[src/hw/rtl/ir_pulse_width_frame_decoder_macros.svh]
// assertion macros for the ir pulse width frame decoder
`ifndef IR_PULSE_WIDTH_FRAME_DECODER_MACROS_SVH
`define IR_PULSE_WIDTH_FRAME_DECODER_MACROS_SVH

// same-cycle implication, checked outside reset
`define IRPW_ASSERT_NOW(label, clk, rst, ante, cons) \
   label: assert property (@(posedge clk) disable iff (rst) (ante) |-> (cons)) \
      else $error("irpw: same-cycle check failed");

// next-cycle implication, checked outside reset
`define IRPW_ASSERT_NEXT(label, clk, rst, ante, cons) \
   label: assert property (@(posedge clk) disable iff (rst) (ante) |=> (cons)) \
      else $error("irpw: next-cycle check failed");

`endif

[src/hw/rtl/irpw_pkg.sv]
// shared types and constants of the ir pulse width frame decoder
`default_nettype none

package irpw_pkg;

   localparam int CAPTURE_W = 16;
   localparam int BYTE_W    = 8;
   localparam int TICK_W    = 4;

   // pulse width windows in microseconds, bounds excluded
   localparam logic [CAPTURE_W-1:0] ZERO_LO   = 16'd300;
   localparam logic [CAPTURE_W-1:0] ZERO_HI   = 16'd800;
   localparam logic [CAPTURE_W-1:0] ONE_LO    = 16'd1400;
   localparam logic [CAPTURE_W-1:0] ONE_HI    = 16'd1800;
   localparam logic [CAPTURE_W-1:0] REPEAT_LO = 16'd2100;
   localparam logic [CAPTURE_W-1:0] REPEAT_HI = 16'd2500;
   localparam logic [CAPTURE_W-1:0] LEADER_LO = 16'd4200;
   localparam logic [CAPTURE_W-1:0] LEADER_HI = 16'd4700;

   localparam logic [BYTE_W-1:0] KEY_BIT_COUNT = 8'd24;
   localparam logic [BYTE_W-1:0] REPEAT_GRACE  = 8'd3;
   localparam logic [TICK_W-1:0] TICK_GRACE    = 4'd3;
   localparam logic [TICK_W-1:0] TICK_LIMIT    = 4'd9;
   localparam logic [TICK_W-1:0] TICK_SAT      = 4'd15;

   typedef enum logic {
      KIND_TICK = 1'b0,
      KIND_EDGE = 1'b1
   } event_kind_type;

   typedef enum logic [2:0] {
      PULSE_NONE,
      PULSE_ZERO,
      PULSE_ONE,
      PULSE_REPEAT,
      PULSE_LEADER
   } pulse_class_type;

   typedef struct packed {
      event_kind_type       kind;
      logic [CAPTURE_W-1:0] capture_count;
   } event_type;

   typedef struct packed {
      logic              key_valid;
      logic [BYTE_W-1:0] key_code;
      logic              frame_active;
      logic [BYTE_W-1:0] repeat_count;
   } result_type;

endpackage

`default_nettype wire

[src/hw/rtl/irpw_req_if.sv]
// request channel carrying one ir event
`default_nettype none

interface irpw_req_if
   import irpw_pkg::*;
();
   logic                 valid;
   logic                 ready;
   logic                 kind;
   logic [CAPTURE_W-1:0] capture_count;

   modport source (output valid, output kind, output capture_count, input ready);
   modport sink   (input valid, input kind, input capture_count, output ready);
endinterface

`default_nettype wire

[src/hw/rtl/irpw_rsp_if.sv]
// result channel carrying one decoder status item
`default_nettype none

interface irpw_rsp_if
   import irpw_pkg::*;
();
   logic              valid;
   logic              ready;
   logic              key_valid;
   logic [BYTE_W-1:0] key_code;
   logic              frame_active;
   logic [BYTE_W-1:0] repeat_count;

   modport source (output valid, output key_valid, output key_code,
                   output frame_active, output repeat_count, input ready);
   modport sink   (input valid, input key_valid, input key_code,
                   input frame_active, input repeat_count, output ready);
endinterface

`default_nettype wire

[src/hw/rtl/irpw_classify.sv]
// pulse width window classifier
`default_nettype none

module irpw_classify
   import irpw_pkg::*;
(
   input  logic [CAPTURE_W-1:0] width,
   output pulse_class_type      pulse_class
);

   logic in_zero, in_one, in_repeat, in_leader;

   assign in_zero   = (width > ZERO_LO)   && (width < ZERO_HI);
   assign in_one    = (width > ONE_LO)    && (width < ONE_HI);
   assign in_repeat = (width > REPEAT_LO) && (width < REPEAT_HI);
   assign in_leader = (width > LEADER_LO) && (width < LEADER_HI);

   always_comb begin
      unique case (1'b1)
         in_zero:   pulse_class = PULSE_ZERO;
         in_one:    pulse_class = PULSE_ONE;
         in_repeat: pulse_class = PULSE_REPEAT;
         in_leader: pulse_class = PULSE_LEADER;
         default:   pulse_class = PULSE_NONE;
      endcase
   end

endmodule

`default_nettype wire

[src/hw/rtl/irpw_state.sv]
// frame state registers and per-event update
`default_nettype none

module irpw_state
   import irpw_pkg::*;
(
   input  logic            clock,
   input  logic            reset,
   input  logic            step,
   input  event_type       ev,
   input  pulse_class_type pulse_class,
   output result_type      result
);

   logic              frame_flag_ff,       frame_flag_in;
   logic              awaiting_falling_ff, awaiting_falling_in;
   logic [TICK_W-1:0] tick_count_ff,       tick_count_in;
   logic [BYTE_W-1:0] shift_bits_ff,       shift_bits_in;
   logic [BYTE_W-1:0] bit_count_ff,        bit_count_in;
   logic [BYTE_W-1:0] repeats_ff,          repeats_in;
   logic [BYTE_W-1:0] latched_key_ff,      latched_key_in;
   logic              counted;
   logic              key_hit;
   logic [BYTE_W-1:0] bit_count_inc;

   assign bit_count_inc = bit_count_ff + 8'd1;

   always_comb begin
      frame_flag_in       = frame_flag_ff;
      awaiting_falling_in = awaiting_falling_ff;
      tick_count_in       = tick_count_ff;
      shift_bits_in       = shift_bits_ff;
      bit_count_in        = bit_count_ff;
      repeats_in          = repeats_ff;
      latched_key_in      = latched_key_ff;
      counted             = 1'b0;
      key_hit             = 1'b0;

      if (ev.kind == KIND_TICK) begin
         if (frame_flag_ff) begin
            // timeout comes sooner when no repeat code has been seen
            if ((tick_count_ff > TICK_GRACE)
                && ((repeats_ff == '0) || (tick_count_ff > TICK_LIMIT))) begin
               frame_flag_in = 1'b0;
            end
            if (tick_count_ff < TICK_SAT) begin
               tick_count_in = tick_count_ff + 4'd1;
            end
         end
      end else if (!awaiting_falling_ff) begin
         awaiting_falling_in = 1'b1;
         tick_count_in       = '0;
      end else begin
         awaiting_falling_in = 1'b0;
         if (frame_flag_ff) begin
            case (pulse_class)
               PULSE_ZERO: begin
                  shift_bits_in = {shift_bits_ff[BYTE_W-2:0], 1'b0};
                  counted       = 1'b1;
               end
               PULSE_ONE: begin
                  shift_bits_in = {shift_bits_ff[BYTE_W-2:0], 1'b1};
                  counted       = 1'b1;
               end
               PULSE_REPEAT: begin
                  counted    = (repeats_ff > REPEAT_GRACE);
                  repeats_in = repeats_ff + 8'd1;
               end
               default: begin
               end
            endcase
         end else if (pulse_class == PULSE_LEADER) begin
            frame_flag_in = 1'b1;
            bit_count_in  = '0;
            repeats_in    = '0;
         end
      end

      if (counted) begin
         bit_count_in = bit_count_inc;
         if (bit_count_inc == KEY_BIT_COUNT) begin
            latched_key_in = shift_bits_in;
            shift_bits_in  = '0;
            key_hit        = 1'b1;
         end
      end
   end

   always_ff @(posedge clock) begin
      if (reset) begin
         frame_flag_ff       <= 1'b0;
         awaiting_falling_ff <= 1'b0;
         tick_count_ff       <= '0;
         shift_bits_ff       <= '0;
         bit_count_ff        <= '0;
         repeats_ff          <= '0;
         latched_key_ff      <= '0;
      end else if (step) begin
         frame_flag_ff       <= frame_flag_in;
         awaiting_falling_ff <= awaiting_falling_in;
         tick_count_ff       <= tick_count_in;
         shift_bits_ff       <= shift_bits_in;
         bit_count_ff        <= bit_count_in;
         repeats_ff          <= repeats_in;
         latched_key_ff      <= latched_key_in;
      end
   end

   assign result.key_valid    = key_hit;
   assign result.key_code     = latched_key_in;
   assign result.frame_active = frame_flag_in;
   assign result.repeat_count = repeats_in;

endmodule

`default_nettype wire

[src/hw/rtl/ir_pulse_width_frame_decoder.sv]
// ir pulse width frame decoder top level
// req channel: one event per request, kind 0 is the 10 ms timer tick, kind 1 an
//   input capture edge; capture_count is the microsecond count since the last
//   rising edge and is only looked at on falling edges.
// rsp channel: exactly one status item per request, in order: key_valid marks
//   the request whose counted bit brings the 8-bit bit count to 24, key_code is
//   the last key byte, frame_active and repeat_count show the frame after that request.
// stages: the input register and the result register are the only stages; a
//   request's status is loaded into the result register as it leaves the
//   input register, and stays valid on rsp until taken.
// throughput: one request per cycle while rsp does not stall; the state update
//   between the two registers is combinational.
// reset (synchronous, active high) empties both stages and clears all frame
//   state, the key byte reads zero until the first key.
// when rsp stalls, the result register holds; one more request is still taken
//   into the input register, then req.ready drops until rsp moves again.
`default_nettype none
`include "ir_pulse_width_frame_decoder_macros.svh"

module ir_pulse_width_frame_decoder
   import irpw_pkg::*;
(
   input  logic       clock,
   input  logic       reset,
   irpw_req_if.sink   req,
   irpw_rsp_if.source rsp
);

   logic            in_valid_ff,  in_valid_in;
   event_type       in_event_ff,  in_event_in;
   logic            out_valid_ff, out_valid_in;
   result_type      out_data_ff,  out_data_in;
   logic            accept;
   logic            advance;
   logic            stalled;
   logic            key_out;
   pulse_class_type pulse_class;
   result_type      step_result;

   assign advance   = in_valid_ff && (!out_valid_ff || rsp.ready);
   assign req.ready = !in_valid_ff || advance;
   assign accept    = req.valid && req.ready;

   assign in_valid_in  = accept || (in_valid_ff && !advance);
   assign out_valid_in = advance || (out_valid_ff && !rsp.ready);

   always_comb begin
      in_event_in = in_event_ff;
      if (accept) begin
         in_event_in.kind          = event_kind_type'(req.kind);
         in_event_in.capture_count = req.capture_count;
      end
   end

   assign out_data_in = advance ? step_result : out_data_ff;

   irpw_classify u_classify (
      .width       (in_event_ff.capture_count),
      .pulse_class (pulse_class)
   );

   irpw_state u_state (
      .clock       (clock),
      .reset       (reset),
      .step        (advance),
      .ev          (in_event_ff),
      .pulse_class (pulse_class),
      .result      (step_result)
   );

   always_ff @(posedge clock) begin
      if (reset) begin
         in_valid_ff  <= 1'b0;
         out_valid_ff <= 1'b0;
      end else begin
         in_valid_ff  <= in_valid_in;
         out_valid_ff <= out_valid_in;
      end
   end

   // payload registers, no reset needed
   always_ff @(posedge clock) begin
      in_event_ff <= in_event_in;
      out_data_ff <= out_data_in;
   end

   assign rsp.valid        = out_valid_ff;
   assign rsp.key_valid    = out_data_ff.key_valid;
   assign rsp.key_code     = out_data_ff.key_code;
   assign rsp.frame_active = out_data_ff.frame_active;
   assign rsp.repeat_count = out_data_ff.repeat_count;

   assign stalled = in_valid_ff && !advance;
   assign key_out = out_valid_ff && out_data_ff.key_valid;

   `IRPW_ASSERT_NOW(a_empty_stage_ready, clock, reset, !in_valid_ff, req.ready)
   `IRPW_ASSERT_NEXT(a_stage_holds, clock, reset, stalled, in_valid_ff && $stable(in_event_ff))
   `IRPW_ASSERT_NOW(a_key_inside_frame, clock, reset, key_out, out_data_ff.frame_active)

endmodule

`default_nettype wire

[src/flat_wrapper.sv]
// flat-port wrapper written by rule: the top's interface ports become plain ports
module ir_pulse_width_frame_decoder_flat import irpw_pkg::*;
  (clock, reset, req_valid, req_kind, req_capture_count, req_ready, rsp_valid, rsp_key_valid, rsp_key_code, rsp_frame_active, rsp_repeat_count, rsp_ready);
  irpw_req_if req_i ();
  irpw_rsp_if rsp_i ();
  input  logic clock;
  input  logic reset;
  input wire logic [$bits(req_i.valid)-1:0] req_valid;
  input wire logic [$bits(req_i.kind)-1:0] req_kind;
  input wire logic [$bits(req_i.capture_count)-1:0] req_capture_count;
  output wire logic [$bits(req_i.ready)-1:0] req_ready;
  output wire logic [$bits(rsp_i.valid)-1:0] rsp_valid;
  output wire logic [$bits(rsp_i.key_valid)-1:0] rsp_key_valid;
  output wire logic [$bits(rsp_i.key_code)-1:0] rsp_key_code;
  output wire logic [$bits(rsp_i.frame_active)-1:0] rsp_frame_active;
  output wire logic [$bits(rsp_i.repeat_count)-1:0] rsp_repeat_count;
  input wire logic [$bits(rsp_i.ready)-1:0] rsp_ready;
  assign req_i.valid = req_valid;
  assign req_i.kind = req_kind;
  assign req_i.capture_count = req_capture_count;
  assign req_ready = req_i.ready;
  assign rsp_valid = rsp_i.valid;
  assign rsp_key_valid = rsp_i.key_valid;
  assign rsp_key_code = rsp_i.key_code;
  assign rsp_frame_active = rsp_i.frame_active;
  assign rsp_repeat_count = rsp_i.repeat_count;
  assign rsp_i.ready = rsp_ready;
  ir_pulse_width_frame_decoder u_core (.clock(clock), .reset(reset), .req(req_i), .rsp(rsp_i));
endmodule
[config.mk]
export PLATFORM = sky130hd
export DESIGN_NAME = ir_pulse_width_frame_decoder_flat
export DESIGN_NICKNAME = d
export VERILOG_FILES = /design/src/hw/rtl/irpw_pkg.sv /design/src/hw/rtl/irpw_req_if.sv /design/src/hw/rtl/irpw_rsp_if.sv /design/src/hw/rtl/irpw_classify.sv /design/src/hw/rtl/irpw_state.sv /design/src/hw/rtl/ir_pulse_width_frame_decoder.sv /design/src/flat_wrapper.sv
export VERILOG_INCLUDE_DIRS = /design/src /design/src/hw/rtl
export SDC_FILE = /design/constraint.sdc
export NUM_CORES = 1
export LEC_CHECK = 0
export ABC_AREA = 1
export BUFFER_PORTS_ARGS = -buffer_cell sky130_fd_sc_hd__buf_4
export CORE_UTILIZATION = 40
export CTS_CLUSTER_DIAMETER = 100
export DETAILED_ROUTE_END_ITERATION = 12
export SLEW_MARGIN = 40
export SYNTH_ARGS = -nofsm -noshare
export SYNTH_HDL_FRONTEND = slang
export SYNTH_HIERARCHICAL = 1
export SYNTH_SLANG_ARGS = --single-unit
[constraint.sdc]
create_clock -name clock -period 3.9 [get_ports clock]
set_clock_uncertainty 0.2 [all_clocks]
set_input_delay 0.78 -clock clock [delete_from_list [all_inputs] [get_ports clock]]
set_output_delay 0.78 -clock clock [all_outputs]
set_load 0.01 [all_outputs]
==> metrics.md <==
| Metric | Value |
|---|---|
| Status | `completed` |
| Cells after Synth | `roughly 540` |
| Worst-Skew Late Latency | `~0.35 ns` |
| RSZ-0062 raised after global routing | `false` |
| Num Clock Sinks | `75` |
| CP Capture Type | `flip-flop` |
| Dpl hpwl | `slightly above 6000 µm` |
| Total power | `~1700 µW` |
| Setup TNS | `0 ns` |
| Row cnt | `36` |
| Buffers added on ports | `40` |
| Top_reg_cell synth | `dfxtp_1` |
| Crit start category | `flip-flop` |
| Chip height | `between 100 and 150 µm` |
| Via/cell ratio | `4.87` |
| Core area | `a little under 10000 µm²` |
| RePlAce Congestion | `approximately 0.90` |
| Initial antenna violation count | `0` |
| Global-route wire length before repair | `~14000 µm` |
| Seq/Total Area, Yosys | `0.452` |
| Die X | `slightly above 100 µm` |
| DRT Pass-1 Iters | `4` |
| Clock-pin slew on the worst setup and hold paths | `approximately 0.090 ns` |
| Antenna cells | `0` |
| Vias in the first global route | `3215` |
| Req. time, crit path | `about 3.8 ns` |
| Final nets | `roughly 600` |
| Post-Syn Area per Cell | `around 7.6 µm²` |
| Clock buffer depth | `2` |
| Static Leak | `between 0.002 and 0.0025 µW` |
| Mapped Nets | `roughly 570` |
| Initial DRC count | `147` |
| YS warnings | `6` |
| Setup CP Type | `reg -> reg` |
| Maximum VDD drop | `192 µV` |
| Share of synthesized registers carrying an async set or reset | `0` |
| Via count | `between 3k and 4k` |
| Reg2reg end | `u_core/rsp.key_code[6]` |
| Postcts setup bufs | `0` |
| Worst Hold Slack | `around 0.27 ns` |
| Grt ovf | `0` |
| Cts bufs inserted | `9` |
| Post-route clock period utilization | `0.720` |
| WHS Path Cells | `2` |
| Final hold viol count | `0` |
| Mapped Area | `4100 µm²` |
| Root Driver | `clkbuf_8` |
| H-tree Lvls | `3` |
| Slew HR | `0.572` |
| Die area | `between 10000 and 15000 µm²` |
| Routed len/inst | `about 12 µm` |
| Initial Utilization | `0.416` |
| Post-synth EDFFs | `35` |
| Power per cell area | `between 300 and 400 nW/µm²` |
| Post_cts resized | `0` |
| Routed Antenna Nets | `0` |
| Largest net degree at the start of global routing | `37` |
| Reg2reg start | `u_core/in_event_ff[10]` |
| Fin crit period | `approximately 2.8 ns` |
| Final core utilization | `0.475` |
| Final number of max-transition violations | `0` |
| P&R area growth vs syn | `14.4%` |
| Max Cap Viol | `0` |
| FF-to-FF path depth | `14` |
| FMAX | `356 MHz` |
| Worst Tran Pin Value | `between 0.6 and 0.7 ns` |
| I/O Pins | `41` |
| Worst Path Arrival | `between 2 and 3 ns` |
| Hold Path End | `u_core/u_state/shift_bits_ff[7]` |
| Hold Crit Start | `u_core/u_state/shift_bits_ff[7]` |
| DRC | `0` |
| Post-CTS Hold Buffers | `0` |
| Flop2flop setup slack | `about 1.1 ns` |
| CTS tree | `built` |
| Library cells used by synthesis | `36` |
| Setup violators final | `0` |
| Synthesized flop and latch total | `75` |
| Worst Hold Class | `reg -> reg` |
| DRT Wirelength | `about 8300 µm` |
| Total track usage | `0.173` |
| Max Fanout on Critical Path | `15` |
| Share of layout cells above drive strength 1 | `0.171` |
-- state kept, by name, summed over array words and instances, names as in the netlist, 4 cells and up --
name                           count
u_core/in_event_ff                17
u_core/u_state/latched_key_ff      8
u_core/u_state/shift_bits_ff       8
u_core/u_state/bit_count_ff        8
u_core/rsp.key_code                8
u_core/rsp.repeat_count            8
u_core/u_state/tick_count_ff       4
u_core/u_state/repeats_ff          8
-- worst max path at each step --
stage / start / end / slack [ns] / depth (start not counted)
2_1_floorplan: rsp_ready / u_core/u_state/bit_count_ff[5] / 0.86 / 9
3_3_place_gp: u_core/in_event_ff[10] / u_core/rsp.repeat_count[4] / 1.16 / 12
3_5_place_dp: u_core/in_event_ff[10] / u_core/rsp.key_code[6] / 1.10 / 14
4_1_cts: u_core/in_event_ff[10] / u_core/rsp.key_code[0] / 1.08 / 14
5_1_grt: u_core/in_event_ff[7] / u_core/rsp.key_code[1] / 0.77 / 14
6_report: u_core/in_event_ff[10] / u_core/rsp.key_code[6] / 1.09 / 14
-- logic make-up after synthesis --
logic type | Yosys count | share of synthesized area
buf+inv | 98 | 0.104
flops | 75 | 0.452
fa+ha+maj | 7 | 0.0214
compound gates | 93 | 0.122
simple gates | 265 | 0.301
-- per-stage QoR --
step                instance area, µm²  std cells  setup WS [ns]
floorplan                         4100        538          0.863
global placement                  4470        695           1.16
detailed placement                4470        695           1.10
CTS                               4690        711           1.08
global route                      4690        711          0.768
finish                            4690        711           1.09
-- routing by layer --
metal | part of all wire | vias up | track usage
met5 | 0 | - | 0
met4 | 0.013 | 0 | 0.0748
met3 | 0.025 | 10 | 0.0255
met2 | 0.48 | 60 | 0.293
met1 | 0.49 | 1578 | 0.219
li1 | - | 1815 | -
-- cell usage after synthesis, types with 4 or more instances --
cell | n | area share
inv_1 | 73 | 0.067
nand4_1 | 11 | 0.017
edfxtp_1 | 35 | 0.26
nor2_1 | 54 | 0.049
nand2_2 | 11 | 0.017
clkbuf_1 | 8 | 0.0073
buf_6 | 5 | 0.014
nand2_1 | 128 | 0.12
dfxtp_1 | 40 | 0.20
o21ai_1 | 9 | 0.011
o21ai_0 | 33 | 0.040
a211oi_1 | 4 | 0.0073
a21oi_1 | 37 | 0.045
nor2_2 | 7 | 0.011
nor3_1 | 4 | 0.0049
ha_1 | 7 | 0.021
nand3_1 | 34 | 0.042
inv_2 | 6 | 0.0055
-- worst max-delay path, stage by stage (launching register included) --
cell and delay, ns:
edfxtp_1 0.48, inv_2 0.15, nand2_2 0.07, nor2_2 0.14, nand4_1 0.15, nand3_2 0.11, nand2_1 0.09, nor2_1 0.29
inv_1 0.12, nand4_2 0.29, nand2_1 0.08, o21ai_1 0.15, nand3_1 0.12, nand2_1 0.10, inv_1 0.04
-- placed cells by master (no fill, tap or decap), types with 2 or more instances in the layout --
cell        n
nand4_2     2
o21ai_1     9
a21oi_1    36
nor2_1     54
nand4_1    11
nand2_1   128
clkbuf_8    9
nand3_1    34
ha_1        7
a21oi_2     3
dfxtp_1    40
nand3_2     3
inv_1      73
edfxtp_1   35
buf_4      41
nor3_1      4
nand3_4     2
o21ai_0    33
nor3b_1     2
nor2_4      3
o21bai_1    2
a211oi_1    4
nand2_2    11
inv_6       3
nor2_2      7
inv_2       6
a31oi_1     3
-- final cells by class --
type | instances | area [µm²]
flip-flops and latches | 75 | 1850
well taps | 133 | 166
clock inverters | 6 | 68.8
clock buffers | 10 | 149
repair buffers | 41 | 308
fillers | 943 | 5170
inverters | 81 | 312
multi-input cells | 365 | 1830
-- report_power, final --
part	internal, µW	switching, µW
logic	58.7	94.5
clock network	339	305
registers	862	28.7
Note: power is estimated with default switching activity, not from simulation.
